==> src/design/sm83_pkg.sv <==
// shared types and constants for the sm83 core subset
package sm83_pkg;
    localparam int unsigned ADDR_W = 16;
    localparam int unsigned DATA_W = 8;
    localparam int unsigned CYC_W  = 5;
    localparam int unsigned CFG_IDX_W = 1;

    localparam logic [CFG_IDX_W-1:0] CFG_START_ADDRESS = 1'd0;
    localparam logic [CFG_IDX_W-1:0] CFG_STACK_START   = 1'd1;

    localparam logic [15:0] HIGH_PAGE = 16'hFF00;
    localparam logic [15:0] START_RESET = 16'h0000;
    localparam logic [15:0] STACK_RESET = 16'hFFFE;

    localparam logic [7:0] OP_HALT = 8'h76;
    localparam logic [7:0] OP_NOP  = 8'h00;
    localparam logic [7:0] OP_LDSP = 8'h08;
    localparam logic [7:0] OP_JR   = 8'h18;
    localparam logic [7:0] OP_JP   = 8'hC3;
    localparam logic [7:0] OP_CALL = 8'hCD;
    localparam logic [7:0] OP_RET  = 8'hC9;
    localparam logic [7:0] OP_ADDSP = 8'hE8;
    localparam logic [7:0] OP_JPHL = 8'hE9;
    localparam logic [7:0] OP_LDHLSP = 8'hF8;
    localparam logic [7:0] OP_LDSPHL = 8'hF9;

    typedef struct packed {
        logic [ADDR_W-1:0] bus_address;
        logic              bus_write;
        logic [DATA_W-1:0] bus_write_data;
        logic              instr_done;
        logic [CYC_W-1:0]  instr_cycles;
        logic              unhandled_opcode;
    } req_t;

    typedef struct packed {
        logic [7:0]  a;
        logic [3:0]  f;
        logic [7:0]  b, c, d, e, h, l;
        logic [15:0] sp;
        logic [15:0] pc;
        logic [7:0]  op;
        logic [2:0]  step;
        logic [15:0] tmp;
    } cpu_state_t;
endpackage

==> src/design/sm83_if.sv <==
// valid/ready channel interfaces
interface sm83_in_if;
    logic       valid;
    logic       ready;
    logic [7:0] read_data;
    modport source (output valid, output read_data, input ready);
    modport sink (input valid, input read_data, output ready);
endinterface

interface sm83_out_if;
    logic        valid;
    logic        ready;
    logic [15:0] bus_address;
    logic        bus_write;
    logic [7:0]  bus_write_data;
    logic        instr_done;
    logic [4:0]  instr_cycles;
    logic        unhandled_opcode;
    modport source (output valid, output bus_address, output bus_write, output bus_write_data,
                    output instr_done, output instr_cycles, output unhandled_opcode,
                    input ready);
    modport sink (input valid, input bus_address, input bus_write, input bus_write_data,
                  input instr_done, input instr_cycles, input unhandled_opcode,
                  output ready);
endinterface

interface sm83_cfg_if;
    logic        valid;
    logic        ready;
    logic        index;
    logic [15:0] data;
    modport source (output valid, output index, output data, input ready);
    modport sink (input valid, input index, input data, output ready);
endinterface

==> src/design/sm83_exec.sv <==
// combinational next-state and bus request for one bus transfer
module sm83_exec (
    input  sm83_pkg::cpu_state_t cur,
    input  logic [7:0]           din,
    input  logic [15:0]          start_address,
    input  logic [15:0]          stack_start,
    output sm83_pkg::cpu_state_t nxt,
    output sm83_pkg::req_t       req
);
    import sm83_pkg::*;

    logic [7:0]  op;
    logic [2:0]  s, x, z;
    logic [1:0]  p;
    logic        more, unh, wr, ldb;
    logic [15:0] addr, hlv, pv, sx, pushv;
    logic [7:0]  wdat, src, idr;
    logic [4:0]  cyc;
    logic [8:0]  r9;
    logic [16:0] r17;
    logic        hc;

    function automatic logic [7:0] get_r8(input cpu_state_t t, input logic [2:0] i);
        case (i)
            3'd0: get_r8 = t.b;
            3'd1: get_r8 = t.c;
            3'd2: get_r8 = t.d;
            3'd3: get_r8 = t.e;
            3'd4: get_r8 = t.h;
            3'd5: get_r8 = t.l;
            3'd7: get_r8 = t.a;
            default: get_r8 = 8'h00;
        endcase
    endfunction

    function automatic cpu_state_t set_r8(input cpu_state_t t, input logic [2:0] i,
                                          input logic [7:0] v);
        cpu_state_t o;
        o = t;
        case (i)
            3'd0: o.b = v;
            3'd1: o.c = v;
            3'd2: o.d = v;
            3'd3: o.e = v;
            3'd4: o.h = v;
            3'd5: o.l = v;
            3'd7: o.a = v;
            default: o = t;
        endcase
        return o;
    endfunction

    function automatic logic [15:0] get_pair(input cpu_state_t t, input logic [1:0] i);
        case (i)
            2'd0: get_pair = {t.b, t.c};
            2'd1: get_pair = {t.d, t.e};
            2'd2: get_pair = {t.h, t.l};
            default: get_pair = t.sp;
        endcase
    endfunction

    function automatic cpu_state_t set_pair(input cpu_state_t t, input logic [1:0] i,
                                            input logic [15:0] v);
        cpu_state_t o;
        o = t;
        case (i)
            2'd0: {o.b, o.c} = v;
            2'd1: {o.d, o.e} = v;
            2'd2: {o.h, o.l} = v;
            default: o.sp = v;
        endcase
        return o;
    endfunction

    function automatic logic cond(input logic [3:0] f, input logic [1:0] c);
        case (c)
            2'd0: cond = !f[3];
            2'd1: cond = f[3];
            2'd2: cond = !f[0];
            default: cond = f[0];
        endcase
    endfunction

    function automatic cpu_state_t alu(input cpu_state_t t, input logic [2:0] o,
                                       input logic [7:0] v);
        cpu_state_t r;
        logic       ci;
        logic [8:0] sum;
        logic [4:0] hs;
        logic [7:0] res;
        r = t;
        ci = 1'b0;
        sum = '0;
        hs = '0;
        res = '0;
        case (o)
            3'd0, 3'd1:
            begin
                ci = (o == 3'd1) ? t.f[0] : 1'b0;
                sum = {1'b0, t.a} + {1'b0, v} + {8'd0, ci};
                hs = {1'b0, t.a[3:0]} + {1'b0, v[3:0]} + {4'd0, ci};
                r.a = sum[7:0];
                r.f = {sum[7:0] == 8'd0, 1'b0, hs[4], sum[8]};
            end
            3'd2, 3'd3, 3'd7:
            begin
                ci = (o == 3'd3) ? t.f[0] : 1'b0;
                sum = {1'b0, t.a} - {1'b0, v} - {8'd0, ci};
                hs = {1'b0, t.a[3:0]} - {1'b0, v[3:0]} - {4'd0, ci};
                r.f = {sum[7:0] == 8'd0, 1'b1, hs[4], sum[8]};
                if (o != 3'd7)
                begin
                    r.a = sum[7:0];
                end
            end
            3'd4:
            begin
                res = t.a & v;
                r.a = res;
                r.f = {res == 8'd0, 1'b0, 1'b1, 1'b0};
            end
            3'd5:
            begin
                res = t.a ^ v;
                r.a = res;
                r.f = {res == 8'd0, 3'b000};
            end
            default:
            begin
                res = t.a | v;
                r.a = res;
                r.f = {res == 8'd0, 3'b000};
            end
        endcase
        return r;
    endfunction

    always_comb
    begin
        op = (cur.step == 3'd1) ? din : cur.op;
        s = cur.step - 3'd1;
        x = op[5:3];
        z = op[2:0];
        p = op[5:4];
        ldb = op[4];
        hlv = {cur.h, cur.l};
        nxt = cur;
        nxt.op = op;
        more = 1'b1;
        unh = 1'b0;
        wr = 1'b0;
        addr = cur.pc;
        wdat = 8'h00;
        cyc = '0;
        sx = {{8{din[7]}}, din};
        pv = get_pair(cur, p);
        pushv = (p == 2'd3) ? {cur.a, cur.f, 4'h0} : pv;
        src = get_r8(cur, z);
        idr = 8'h00;
        r9 = '0;
        r17 = '0;
        hc = 1'b0;
        if (cur.step == 3'd0)
        begin
            nxt.pc = start_address;
            nxt.sp = stack_start;
            more = 1'b0;
        end
        else if (op[7:6] == 2'b01)
        begin
            if (op == OP_HALT)
            begin
                more = 1'b0; cyc = 5'd4;
            end
            else if (z == 3'd6)
            begin
                if (s == 3'd0) addr = hlv;
                else
                begin
                    nxt = set_r8(nxt, x, din); more = 1'b0; cyc = 5'd8;
                end
            end
            else if (x == 3'd6)
            begin
                if (s == 3'd0)
                begin
                    addr = hlv; wr = 1'b1; wdat = src;
                end
                else
                begin
                    more = 1'b0; cyc = 5'd8;
                end
            end
            else
            begin
                nxt = set_r8(nxt, x, src); more = 1'b0; cyc = 5'd4;
            end
        end
        else if (op[7:6] == 2'b10)
        begin
            if (z != 3'd6)
            begin
                nxt = alu(nxt, x, src); more = 1'b0; cyc = 5'd4;
            end
            else if (s == 3'd0) addr = hlv;
            else
            begin
                nxt = alu(nxt, x, din); more = 1'b0; cyc = 5'd8;
            end
        end
        else if ((op & 8'hC7) == 8'h06)
        begin
            if (s == 3'd0)
            begin
                addr = cur.pc; nxt.pc = cur.pc + 16'd1;
            end
            else if (x != 3'd6)
            begin
                nxt = set_r8(nxt, x, din); more = 1'b0; cyc = 5'd8;
            end
            else if (s == 3'd1)
            begin
                addr = hlv; wr = 1'b1; wdat = din;
            end
            else
            begin
                more = 1'b0; cyc = 5'd12;
            end
        end
        else if ((op & 8'hC6) == 8'h04)
        begin
            idr = (x == 3'd6) ? din : get_r8(cur, x);
            if (z[0])
            begin
                hc = idr[3:0] == 4'd0; idr = idr - 8'd1;
            end
            else
            begin
                hc = idr[3:0] == 4'hF; idr = idr + 8'd1;
            end
            if (x != 3'd6)
            begin
                nxt = set_r8(nxt, x, idr);
                nxt.f = {idr == 8'd0, z[0], hc, cur.f[0]};
                more = 1'b0; cyc = 5'd4;
            end
            else if (s == 3'd0) addr = hlv;
            else if (s == 3'd1)
            begin
                nxt.f = {idr == 8'd0, z[0], hc, cur.f[0]};
                addr = hlv; wr = 1'b1; wdat = idr;
            end
            else
            begin
                more = 1'b0; cyc = 5'd12;
            end
        end
        else if ((op & 8'hCF) == 8'h01 || (op & 8'hE7) == 8'hC2 || op == OP_JP
                 || op == OP_CALL || (op & 8'hE7) == 8'hC4 || op == OP_LDSP
                 || (op & 8'hEF) == 8'hEA)
        begin
            // two-byte immediate, then per-opcode tail
            if (s == 3'd0)
            begin
                addr = cur.pc; nxt.pc = cur.pc + 16'd1;
            end
            else if (s == 3'd1)
            begin
                nxt.tmp = {8'd0, din}; addr = cur.pc; nxt.pc = cur.pc + 16'd1;
            end
            else
            begin
                if (s == 3'd2) nxt.tmp = {din, cur.tmp[7:0]};
                if ((op & 8'hCF) == 8'h01)
                begin
                    nxt = set_pair(nxt, p, nxt.tmp); more = 1'b0; cyc = 5'd12;
                end
                else if ((op & 8'hE7) == 8'hC2 || op == OP_JP)
                begin
                    more = 1'b0;
                    if (op == OP_JP || cond(cur.f, x[1:0]))
                    begin
                        nxt.pc = nxt.tmp; cyc = 5'd16;
                    end
                    else cyc = 5'd12;
                end
                else if (op == OP_LDSP)
                begin
                    if (s == 3'd2)
                    begin
                        addr = nxt.tmp; wr = 1'b1; wdat = cur.sp[7:0];
                    end
                    else if (s == 3'd3)
                    begin
                        addr = cur.tmp + 16'd1; wr = 1'b1; wdat = cur.sp[15:8];
                    end
                    else
                    begin
                        more = 1'b0; cyc = 5'd20;
                    end
                end
                else if ((op & 8'hEF) == 8'hEA)
                begin
                    if (s == 3'd2)
                    begin
                        addr = nxt.tmp; wr = !ldb; wdat = ldb ? 8'h00 : cur.a;
                    end
                    else
                    begin
                        if (ldb) nxt.a = din;
                        more = 1'b0; cyc = 5'd16;
                    end
                end
                else
                begin
                    if (s == 3'd2)
                    begin
                        if (op != OP_CALL && !cond(cur.f, x[1:0]))
                        begin
                            more = 1'b0; cyc = 5'd12;
                        end
                        else
                        begin
                            nxt.sp = cur.sp - 16'd1; addr = nxt.sp;
                            wr = 1'b1; wdat = cur.pc[15:8];
                        end
                    end
                    else if (s == 3'd3)
                    begin
                        nxt.sp = cur.sp - 16'd1; addr = nxt.sp;
                        wr = 1'b1; wdat = cur.pc[7:0];
                    end
                    else
                    begin
                        nxt.pc = cur.tmp; more = 1'b0; cyc = 5'd24;
                    end
                end
            end
        end
        else if ((op & 8'hE7) == 8'h20 || op == OP_JR)
        begin
            if (s == 3'd0)
            begin
                addr = cur.pc; nxt.pc = cur.pc + 16'd1;
            end
            else if (op == OP_JR || cond(cur.f, x[1:0]))
            begin
                nxt.pc = cur.pc + sx; more = 1'b0; cyc = 5'd12;
            end
            else
            begin
                more = 1'b0; cyc = 5'd8;
            end
        end
        else if ((op & 8'hCF) == 8'hC5)
        begin
            if (s >= 3'd2)
            begin
                more = 1'b0; cyc = 5'd16;
            end
            else
            begin
                nxt.sp = cur.sp - 16'd1; addr = nxt.sp; wr = 1'b1;
                wdat = (s == 3'd0) ? pushv[15:8] : pushv[7:0];
            end
        end
        else if ((op & 8'hCF) == 8'hC1 || (op & 8'hE7) == 8'hC0 || op == OP_RET)
        begin
            if ((op & 8'hE7) == 8'hC0 && s == 3'd0 && !cond(cur.f, x[1:0]))
            begin
                more = 1'b0; cyc = 5'd8;
            end
            else if (s > 3'd1)
            begin
                nxt.tmp = {din, cur.tmp[7:0]};
                more = 1'b0;
                if ((op & 8'hCF) == 8'hC1)
                begin
                    cyc = 5'd12;
                    if (p == 2'd3)
                    begin
                        nxt.a = din; nxt.f = cur.tmp[7:4];
                    end
                    else nxt = set_pair(nxt, p, nxt.tmp);
                end
                else
                begin
                    nxt.pc = nxt.tmp;
                    cyc = (op == OP_RET) ? 5'd16 : 5'd20;
                end
            end
            else
            begin
                if (s == 3'd1) nxt.tmp = {8'd0, din};
                addr = cur.sp; nxt.sp = cur.sp + 16'd1;
            end
        end
        else if ((op & 8'hC7) == 8'h02)
        begin
            if (s == 3'd0)
            begin
                addr = (p[1] == 1'b0) ? pv : hlv;
                wr = !op[3]; wdat = op[3] ? 8'h00 : cur.a;
                if (p == 2'd2) {nxt.h, nxt.l} = hlv + 16'd1;
                if (p == 2'd3) {nxt.h, nxt.l} = hlv - 16'd1;
            end
            else
            begin
                if (op[3]) nxt.a = din;
                more = 1'b0; cyc = 5'd8;
            end
        end
        else if ((op & 8'hEF) == 8'hE0)
        begin
            if (s == 3'd0)
            begin
                addr = cur.pc; nxt.pc = cur.pc + 16'd1;
            end
            else if (s == 3'd1)
            begin
                addr = HIGH_PAGE | {8'd0, din}; wr = !ldb; wdat = ldb ? 8'h00 : cur.a;
            end
            else
            begin
                if (ldb) nxt.a = din;
                more = 1'b0; cyc = 5'd12;
            end
        end
        else if ((op & 8'hEF) == 8'hE2)
        begin
            if (s == 3'd0)
            begin
                addr = HIGH_PAGE | {8'd0, cur.c}; wr = !ldb; wdat = ldb ? 8'h00 : cur.a;
            end
            else
            begin
                if (ldb) nxt.a = din;
                more = 1'b0; cyc = 5'd8;
            end
        end
        else if ((op & 8'hC7) == 8'h03)
        begin
            nxt = set_pair(nxt, p, op[3] ? pv - 16'd1 : pv + 16'd1);
            more = 1'b0; cyc = 5'd8;
        end
        else if ((op & 8'hCF) == 8'h09)
        begin
            r17 = {1'b0, hlv} + {1'b0, pv};
            hc = ({1'b0, hlv[11:0]} + {1'b0, pv[11:0]}) > 13'h0FFF;
            {nxt.h, nxt.l} = r17[15:0];
            nxt.f = {cur.f[3], 1'b0, hc, r17[16]};
            more = 1'b0; cyc = 5'd8;
        end
        else if ((op & 8'hC7) == 8'hC6)
        begin
            if (s == 3'd0)
            begin
                addr = cur.pc; nxt.pc = cur.pc + 16'd1;
            end
            else
            begin
                nxt = alu(nxt, x, din); more = 1'b0; cyc = 5'd8;
            end
        end
        else if (op == OP_ADDSP || op == OP_LDHLSP)
        begin
            if (s == 3'd0)
            begin
                addr = cur.pc; nxt.pc = cur.pc + 16'd1;
            end
            else
            begin
                r9 = {1'b0, cur.sp[7:0]} + {1'b0, din};
                hc = ({1'b0, cur.sp[3:0]} + {1'b0, din[3:0]}) > 5'd15;
                if (op == OP_ADDSP)
                begin
                    nxt.sp = cur.sp + sx; cyc = 5'd16;
                end
                else
                begin
                    {nxt.h, nxt.l} = cur.sp + sx; cyc = 5'd12;
                end
                nxt.f = {2'b00, hc, r9[8]};
                more = 1'b0;
            end
        end
        else if (op == OP_NOP)
        begin
            more = 1'b0; cyc = 5'd4;
        end
        else if (op == OP_JPHL)
        begin
            nxt.pc = hlv; more = 1'b0; cyc = 5'd4;
        end
        else if (op == OP_LDSPHL)
        begin
            nxt.sp = hlv; more = 1'b0; cyc = 5'd8;
        end
        else
        begin
            more = 1'b0; unh = 1'b1;
        end

        if (more)
        begin
            nxt.step = cur.step + 3'd1;
        end
        else
        begin
            addr = nxt.pc;
            wr = 1'b0;
            wdat = 8'h00;
            nxt.pc = nxt.pc + 16'd1;
            nxt.step = 3'd1;
        end
        req.bus_address = addr;
        req.bus_write = wr;
        req.bus_write_data = wr ? wdat : 8'h00;
        req.instr_done = !more && (cur.step != 3'd0);
        req.instr_cycles = req.instr_done ? cyc : 5'd0;
        req.unhandled_opcode = req.instr_done && unh;
    end
endmodule

==> src/design/sm83_cpu_core_subset.sv <==
// sm83 cpu core subset top level
// Each accepted read_data transfer advances the core by one bus access and produces exactly
// one bus request on the output channel, one per cycle when the sink keeps ready high. The
// request is held in an output register and a new transfer is taken whenever that register
// is empty or being drained in the same cycle. The first transfer after reset ignores its
// data, loads PC and SP from start_address and stack_start, and issues the first opcode
// fetch. Configuration written after that first transfer is not used: reset restores the defaults.
module sm83_cpu_core_subset (
    input  logic clk,
    input  logic rst_n,
    sm83_in_if.sink    in_ch,
    sm83_out_if.source out_ch,
    sm83_cfg_if.sink   cfg
);
    import sm83_pkg::*;

    cpu_state_t state_reg, state_next;
    req_t       req_reg, req_next;
    logic       valid_reg;
    logic [15:0] start_reg, stack_reg;
    logic       take;

    sm83_exec u_exec (
        .cur(state_reg), .din(in_ch.read_data),
        .start_address(start_reg), .stack_start(stack_reg),
        .nxt(state_next), .req(req_next)
    );

    assign cfg.ready = 1'b1;
    assign in_ch.ready = !valid_reg || out_ch.ready;
    assign take = in_ch.valid && in_ch.ready;

    always_ff @(posedge clk or negedge rst_n)
    begin
        if (!rst_n)
        begin
            start_reg <= START_RESET;
            stack_reg <= STACK_RESET;
            state_reg <= '0;
            valid_reg <= 1'b0;
        end
        else
        begin
            if (cfg.valid)
            begin
                case (cfg.index)
                    CFG_START_ADDRESS: start_reg <= cfg.data;
                    default: stack_reg <= cfg.data;
                endcase
            end
            if (take)
            begin
                state_reg <= state_next;
                valid_reg <= 1'b1;
            end
            else if (out_ch.ready)
            begin
                valid_reg <= 1'b0;
            end
        end
    end

    always_ff @(posedge clk)
    begin
        if (take)
        begin
            req_reg <= req_next;
        end
    end

    assign out_ch.valid = valid_reg;
    assign out_ch.bus_address = req_reg.bus_address;
    assign out_ch.bus_write = req_reg.bus_write;
    assign out_ch.bus_write_data = req_reg.bus_write_data;
    assign out_ch.instr_done = req_reg.instr_done;
    assign out_ch.instr_cycles = req_reg.instr_cycles;
    assign out_ch.unhandled_opcode = req_reg.unhandled_opcode;
endmodule

==> src/flat_wrapper.sv <==
// flat-port wrapper written by rule: the top's interface ports become plain ports
module sm83_cpu_core_subset_flat import sm83_pkg::*;
  (clk, rst_n, in_ch_valid, in_ch_read_data, in_ch_ready, out_ch_valid, out_ch_bus_address, out_ch_bus_write, out_ch_bus_write_data, out_ch_instr_done, out_ch_instr_cycles, out_ch_unhandled_opcode, out_ch_ready, cfg_valid, cfg_index, cfg_data, cfg_ready);
  sm83_in_if in_ch_i ();
  sm83_out_if out_ch_i ();
  sm83_cfg_if cfg_i ();
  input  logic clk;
  input  logic rst_n;
  input wire logic [$bits(in_ch_i.valid)-1:0] in_ch_valid;
  input wire logic [$bits(in_ch_i.read_data)-1:0] in_ch_read_data;
  output wire logic [$bits(in_ch_i.ready)-1:0] in_ch_ready;
  output wire logic [$bits(out_ch_i.valid)-1:0] out_ch_valid;
  output wire logic [$bits(out_ch_i.bus_address)-1:0] out_ch_bus_address;
  output wire logic [$bits(out_ch_i.bus_write)-1:0] out_ch_bus_write;
  output wire logic [$bits(out_ch_i.bus_write_data)-1:0] out_ch_bus_write_data;
  output wire logic [$bits(out_ch_i.instr_done)-1:0] out_ch_instr_done;
  output wire logic [$bits(out_ch_i.instr_cycles)-1:0] out_ch_instr_cycles;
  output wire logic [$bits(out_ch_i.unhandled_opcode)-1:0] out_ch_unhandled_opcode;
  input wire logic [$bits(out_ch_i.ready)-1:0] out_ch_ready;
  input wire logic [$bits(cfg_i.valid)-1:0] cfg_valid;
  input wire logic [$bits(cfg_i.index)-1:0] cfg_index;
  input wire logic [$bits(cfg_i.data)-1:0] cfg_data;
  output wire logic [$bits(cfg_i.ready)-1:0] cfg_ready;
  assign in_ch_i.valid = in_ch_valid;
  assign in_ch_i.read_data = in_ch_read_data;
  assign in_ch_ready = in_ch_i.ready;
  assign out_ch_valid = out_ch_i.valid;
  assign out_ch_bus_address = out_ch_i.bus_address;
  assign out_ch_bus_write = out_ch_i.bus_write;
  assign out_ch_bus_write_data = out_ch_i.bus_write_data;
  assign out_ch_instr_done = out_ch_i.instr_done;
  assign out_ch_instr_cycles = out_ch_i.instr_cycles;
  assign out_ch_unhandled_opcode = out_ch_i.unhandled_opcode;
  assign out_ch_i.ready = out_ch_ready;
  assign cfg_i.valid = cfg_valid;
  assign cfg_i.index = cfg_index;
  assign cfg_i.data = cfg_data;
  assign cfg_ready = cfg_i.ready;
  sm83_cpu_core_subset u_core (.clk(clk), .rst_n(rst_n), .in_ch(in_ch_i), .out_ch(out_ch_i), .cfg(cfg_i));
endmodule
==> config.mk <==
export PLATFORM = sky130hd
export DESIGN_NAME = sm83_cpu_core_subset_flat
export DESIGN_NICKNAME = d
export VERILOG_FILES = /design/src/design/sm83_pkg.sv /design/src/design/sm83_if.sv /design/src/design/sm83_exec.sv /design/src/design/sm83_cpu_core_subset.sv /design/src/flat_wrapper.sv
export SDC_FILE = /design/constraint.sdc
export NUM_CORES = 2
export LEC_CHECK = 0
export BUFFER_PORTS_ARGS = -buffer_cell sky130_fd_sc_hd__buf_4
export CAP_MARGIN = 25
export CORE_UTILIZATION = 25
export CTS_CLUSTER_SIZE = 8
export DETAILED_ROUTE_END_ITERATION = 7
export HOLD_SLACK_MARGIN = 0.1
export SYNTH_ARGS = -nofsm -noshare
export SYNTH_HDL_FRONTEND = slang
export SYNTH_SLANG_ARGS = --single-unit
==> constraint.sdc <==
create_clock -name clk -period 7.4 [get_ports clk]
set_input_delay 1.48 -clock clk [delete_from_list [all_inputs] [get_ports clk]]
set_output_delay 1.48 -clock clk [all_outputs]
set_load 0.05 [all_outputs]
Yosys cells after proc, flatten, opt, wreduce, memory -nomap -nowiden
Cells that the tools add are included.
Cells by class
  bitwise logic cells: 15
  magnitude comparators: 4
  reduce and logical (&&, ||, !) cells: 77
  equal/unequal tests: 204
  $add $sub $neg: 35
  muxes and demuxes: 472
Operators with widths (number)
  $mux 119: 27
  $mux 16: 94
  $mux 107: 14
  $mux 111: 12
  $mux 8: 94
  $mux 76: 7
  $mux 32: 9
  $mux 27: 7
  $mux 5: 35
  $mux 68: 2
  $mux 1: 133
  $ne 6x6->1 const B: 22
  $mux 60: 2
  $mux 59: 2
  $pmux 8 s7: 2
  $reduce_and 28->1: 4
  $add 16x1->16 const B: 6
  $logic_not 8->1: 12
  $mux 48: 2
  $pmux 12 s4: 2
  $ne 7x7->1 const B: 12
  $mux 4: 20
  $ne 5x5->1 const B: 16
  $ne 4x4->1 const B: 17
  87 further kinds: 254
Word-level totals
  output and inout bits: 35
  logic and storage cells: 832
  bits in registers: 184

Depth between registers and ports, before layout
  depth after elaboration: 49
  gate-level depth with buffers: 28
  mapped depth without buffers: 24

Cells and area by module
Synthesis repeated with hierarchy kept, for this count alone.
Second synthesis, totals
  cells, all modules: 5065
  area, all modules: 35018.6 µm²
Modules (own cells, without submodules)
  sm83_exec: cells each 4707, seq. area each 0.0 µm², area each 27868.0 µm², instances 1
  sm83_cpu_core_subset: cells each 358, seq. area each 4783.3 µm², area each 7150.6 µm², instances 1

Worst setup path before layout
Ideal clock, no wire load.
  kind: in2reg
  from: input in_ch_read_data[5]
  to: register u_core.state_reg[117] (netlist bit)
  slack: 0.881 ns
  cell stages on the path: 23
  setup time: 0.135 ns
  arrival: 6.384 ns
  cells stage by stage: clkbuf_1 nand3b_1 a21boi_1 buf_2 buf_2 nand2_1 nor2_1 clkbuf_1 nand2_1 fa_1 fa_1 o21a_1 o21a_1 o21ai_0 nor2b_1 xnor2_1 mux2i_1 o22ai_1 a221o_1 a222oi_1 o221ai_1 a221oi_1 o31ai_1
Between the ends
  word-level cells in the longest chain between the ends: 33
  elaborated cells between the ends (all ways): 133
  those cells by class: 8 x add/sub; 51 x eq/ne; 57 x mux; 17 x reduce/logical
RTL lines
  from (decl): line flat_wrapper.sv:10  | input wire logic [$bits(in_ch_i.read_data)-1:0] in_ch_read_data;
  parallel branches: the longest is 33 deep, another holds $sub 8x8->9
  to (signal assigned): line sm83_cpu_core_subset.sv:53  | state_reg <= state_next;
  to (decl): line sm83_cpu_core_subset.sv:17  | cpu_state_t state_reg, state_next;
Several ways; the timed one is not identified. The select of a mux whose other input is x is not followed.
A chain may end at the register's enable or synchronous reset.

Worst setup path in the final report
  from: register u_core.state_reg[17] (netlist bit)
  to: register u_core.state_reg[107] (netlist bit)
Between the ends
  word-level cells in the longest chain between the ends: 45
  elaborated cells between the ends (all ways): 155
  those cells by class: 8 x add/sub; 1 x order compare; 61 x eq/ne; 60 x mux; 2 x bitwise; 23 x reduce/logical
RTL lines
  $eq 3x1->1: line sm83_exec.sv:140  | op = (cur.step == 3'd1) ? din : cur.op;
  $mux 8: line sm83_exec.sv:140
  $eq 3x2->1 or $eq 3x1->1 (tied branches): line sm83_exec.sv:96, sm83_exec.sv:107, sm83_exec.sv:99
  $mux 1, on equally long branches: line sm83_exec.sv:107, sm83_exec.sv:99
  $sub 9x1->9 or $add 9x1->9 (tied branches): line sm83_exec.sv:108, sm83_exec.sv:100
  $pmux 12 s4: line sm83_exec.sv:96  | case (o)
  $mux 76: line sm83_exec.sv:456  | if (s == 3'd0)
  $mux 4: line sm83_exec.sv:454  | else if ((op & 8'hC7) == 8'hC6)
  (+29 left out)
  $mux 119: line sm83_exec.sv:367  | else if ((op & 8'hCF) == 8'hC1 || (op & 8'hE7) == 8'hC0 || op == OP_RET)
  $mux 60: line sm83_exec.sv:355  | else if ((op & 8'hCF) == 8'hC5)
  $mux 76: line sm83_exec.sv:340  | else if ((op & 8'hE7) == 8'h20 || op == OP_JR)
  $mux 119: line sm83_exec.sv:258  | else if ((op & 8'hCF) == 8'h01 || (op & 8'hE7) == 8'hC2 || op == OP_JP
  $mux 119: line sm83_exec.sv:230  | else if ((op & 8'hC6) == 8'h04)
  $mux 119: line sm83_exec.sv:211  | else if ((op & 8'hC7) == 8'h06)
  $mux 119: line sm83_exec.sv:199  | else if (op[7:6] == 2'b10)
  $mux 119: line sm83_exec.sv:169  | else if (op[7:6] == 2'b01)
Several ways; a longest one is shown, not always the timed one. The select of a mux whose other input is x is not followed.

==> impl_metrics.csv <==
group,metric,value,unit
outcome,status,"complete, no violations",
clock_tree,post_cts_resized,0,
setup_path,crit_path_frequent_cell,"a21oi_1",
floorplan,initial_core_util,0.253,
logic_synthesis,ys_types,116,
finish,seqCellArea,4720,um^2
sta,hold_violations,0,
route,vias,40100,
setup_path,crit_arrival,7370,ps
logic_synthesis,synth-seq-cells,182,
route,avgViaCountPerCell,6.83,
clock_tree,htree_levels,4,
floorplan,boundaryPins,65,
clock_tree,cts_tree,"built",
clock_tree,clock_sinks,182,
setup_path,crit_type,"reg2reg",
setup_path,crit_path_end_kind,"flip-flop",
finish,largest_reg_flops,119,
sta,relSlewSlack,0.0348,
logic_synthesis,synth_area,29500,um^2
setup_path,slowest_delay,550,ps
clock_tree,cts-hold-fix-buffers,0,
setup_path,setup.worst_path.start_class,"flip-flop",
sta,holdWs,525,ps
hold_path,hp-class,"reg2reg",
finish,fin_area,34000,um^2
placed_design,placed_cells,5820,
setup_path,worst_path_max_delay_cell,"mux2_4",
route,ant_nets,0,
clock_tree,clk_latency,590,ps
placed_design,numPortBuffers,61,
route,wl,233,mm
floorplan,die_h,346,um
floorplan,die_x,346,um
sta,fmax,145,MHz
clock_tree,path_clk_slew,90,ps
setup_path,path_delay_family,"compound AO/OA/AOI/OAI gates",
sta,final.setup.tns,0,ps
setup_path,worstPathRequired,7890,ps
clock_tree,clockBufferDepth,2,
logic_synthesis,netlist_instances,4267,
route,first_pass_iters,7,
logic_synthesis,synthTopCellsByArea,"dfrtp_1 12%, a21oi_1 7.3%, nand2_1 6.8%, ha_1 6.7%, o21ai_0 6.0%",
global_route,grt_pass1_wl,314,mm
setup_path,path_buf_inv,6,
finish,fillerInstances,12900,
placed_design,place_congestion,1.06,
global_route,grt_pass1_vias,36500,
logic_synthesis,postSynthAreaPerCell,6.92,um^2
finish,layout-drive-gt1-share,0.142,
logic_synthesis,synth-edff-count,30,
global_route,grt_usage,0.375,
sta,fin_skew,48.2,ps
flow_run,cap_violations,0,
floorplan,rows,125,
sta,tightest_slew,1430,ps
logic_synthesis,synth_top_area_share,0.116,
placed_design,hpwl,176,mm
finish,fin_cells,5865,
logic_synthesis,synthArstFlopShare,0.835,
clock_tree,cts_made_buffers,17,
route,wl_per_cell,39.8,um
clock_tree,root_buffer,"clkbuf_16",
route,drt_iter0_markers,6524,
sta,slew_violations,0,
clock_tree,cts_setup_buffers,0,
logic_synthesis,synth-main-ff-cell,"dfrtp_1",
logic_synthesis,yosysTopAreaCell,"dfrtp_1",
global_route,grt_max_degree,66,
global_route,antenna_found_initial,23,
sta,finalCriticalPeriod,6880,ps
setup_path,crit_fanout,40,
logic_synthesis,yosysWarningCount,0,
placed_design,dpl_cell_area,33300,um^2
logic_synthesis,ys_seq_area_frac,0.160,
finish,area_delta_synth_final,14.9,%
sta,fin_crit_sh,0.930,
floorplan,coreArea,117000,um^2
sta,setup_viol,0,
global_route,grt_overflow,0,
floorplan,die_area,120000,um^2
finish,multi_input_area,23100,um^2
route,post-route-drc-count,0,
sta,grt_setup_unrepaired,"false",
finish,num-nets-final,4520,
## cell type report
class	instances	share of cell area
flip-flops and latches	182	0.139
clock inverters	14	0.00568
multi-input cells	3601	0.680
inverters	109	0.0121
well taps	1524	0.0562
diodes	9	0.000663
repair buffers	408	0.0931
clock buffers	18	0.0133
## cell usage in the layout, fill, tap and decap left out, types with 36 or more instances in the layout
cell type	instances
nand4_1	47
nor2_1	398
dfrtp_1	136
nor4_1	36
a21oi_1	428
nand3_1	125
a221oi_1	70
mux2i_1	54
o22ai_1	58
a31oi_1	83
ha_1	156
xor2_1	61
nor3_1	95
a211oi_1	56
buf_4	396
mux2_2	51
o211ai_1	84
o21ai_0	353
a22oi_1	47
xnor2_1	103
nand2_1	537
o221ai_1	53
inv_1	101
a21o_1	55
## synth_stat cells (36+ instances only)
master	count
a211oi_1	56
a21o_1	55
a21oi_1	430
a221oi_1	70
a22oi_1	47
a31oi_1	83
buf_1	42
buf_2	38
clkbuf_1	282
dfrtp_1	137
ha_1	157
inv_1	102
mux2_2	51
mux2i_1	56
nand2_1	539
nand3_1	126
nand4_1	47
nor2_1	403
nor3_1	100
nor4_1	36
o211ai_1	84
o21ai_0	356
o221ai_1	53
o22ai_1	58
xnor2_1	103
xor2_1	61
## worst register-to-register path, stage by stage (launching register included)
cell	delay [ps]
dfrtp_1	440
inv_1	170
ha_1	310
buf_4	260
nor2b_4	330
buf_4	440
mux2_4	570
and2_1	300
a22oi_1	190
nor2_1	80
a2111oi_2	530
buf_4	320
inv_1	170
ha_1	240
inv_1	70
ha_1	260
o21a_1	120
nor2_1	250
o21bai_1	110
a21oi_1	240
o21bai_1	120
a21oi_1	230
xnor2_1	90
o22ai_1	300
o21ai_0	140
a21oi_1	330
a21oi_1	70
a21oi_1	150
## cells by family (layout without fill, tap and decap cells)
family | after synthesis | count (layout) | synth area share
and+or+nand+nor | 1450 | 1450 | 0.226
buffers and inverters | 485 | 549 | 0.0655
muxes | 110 | 110 | 0.0399
AOI/OAI and AO/OA | 1702 | 1702 | 0.383
DFF | 182 | 182 | 0.160
xor gates and xnor gates | 165 | 165 | 0.0492
other | 2 | 12 | 0.000254
adders and majority gates | 171 | 171 | 0.0760
## layer usage
metal / wire length, um / vias to the layer above / track usage
met2: 93200 / 3426 / 0.536
met1: 90100 / 19500 / 0.480
met3: 32300 / 862 / 0.131
met5: 138 / - / 0
met4: 17400 / 18 / 0.227
li1: - / 16200 / -
## final timing paths
check                                startpoint                     to  slack [ps]  cells past startpoint
max                        u_core.state_reg[17]  u_core.state_reg[107]         520                     27
min                         u_core.start_reg[8]    u_core.start_reg[8]         520                      1
max reg2reg                u_core.state_reg[17]  u_core.state_reg[107]         520                     27
min reg2reg                 u_core.start_reg[8]    u_core.start_reg[8]         520                      1
max in group asynchronous                 rst_n   u_core.state_reg[64]        5210                      2
min in group asynchronous                 rst_n   u_core.state_reg[83]         840                      1
## through the flow
stage	utilization	worst slack [ps]
floorplan	-	881
global placement	0.285	426
detailed placement	0.285	698
CTS	0.291	836
global route	0.291	346
finish	0.291	522
Power is not shown: default switching activity piles up to over one toggle a cycle in this logic, so the estimate is an artifact.
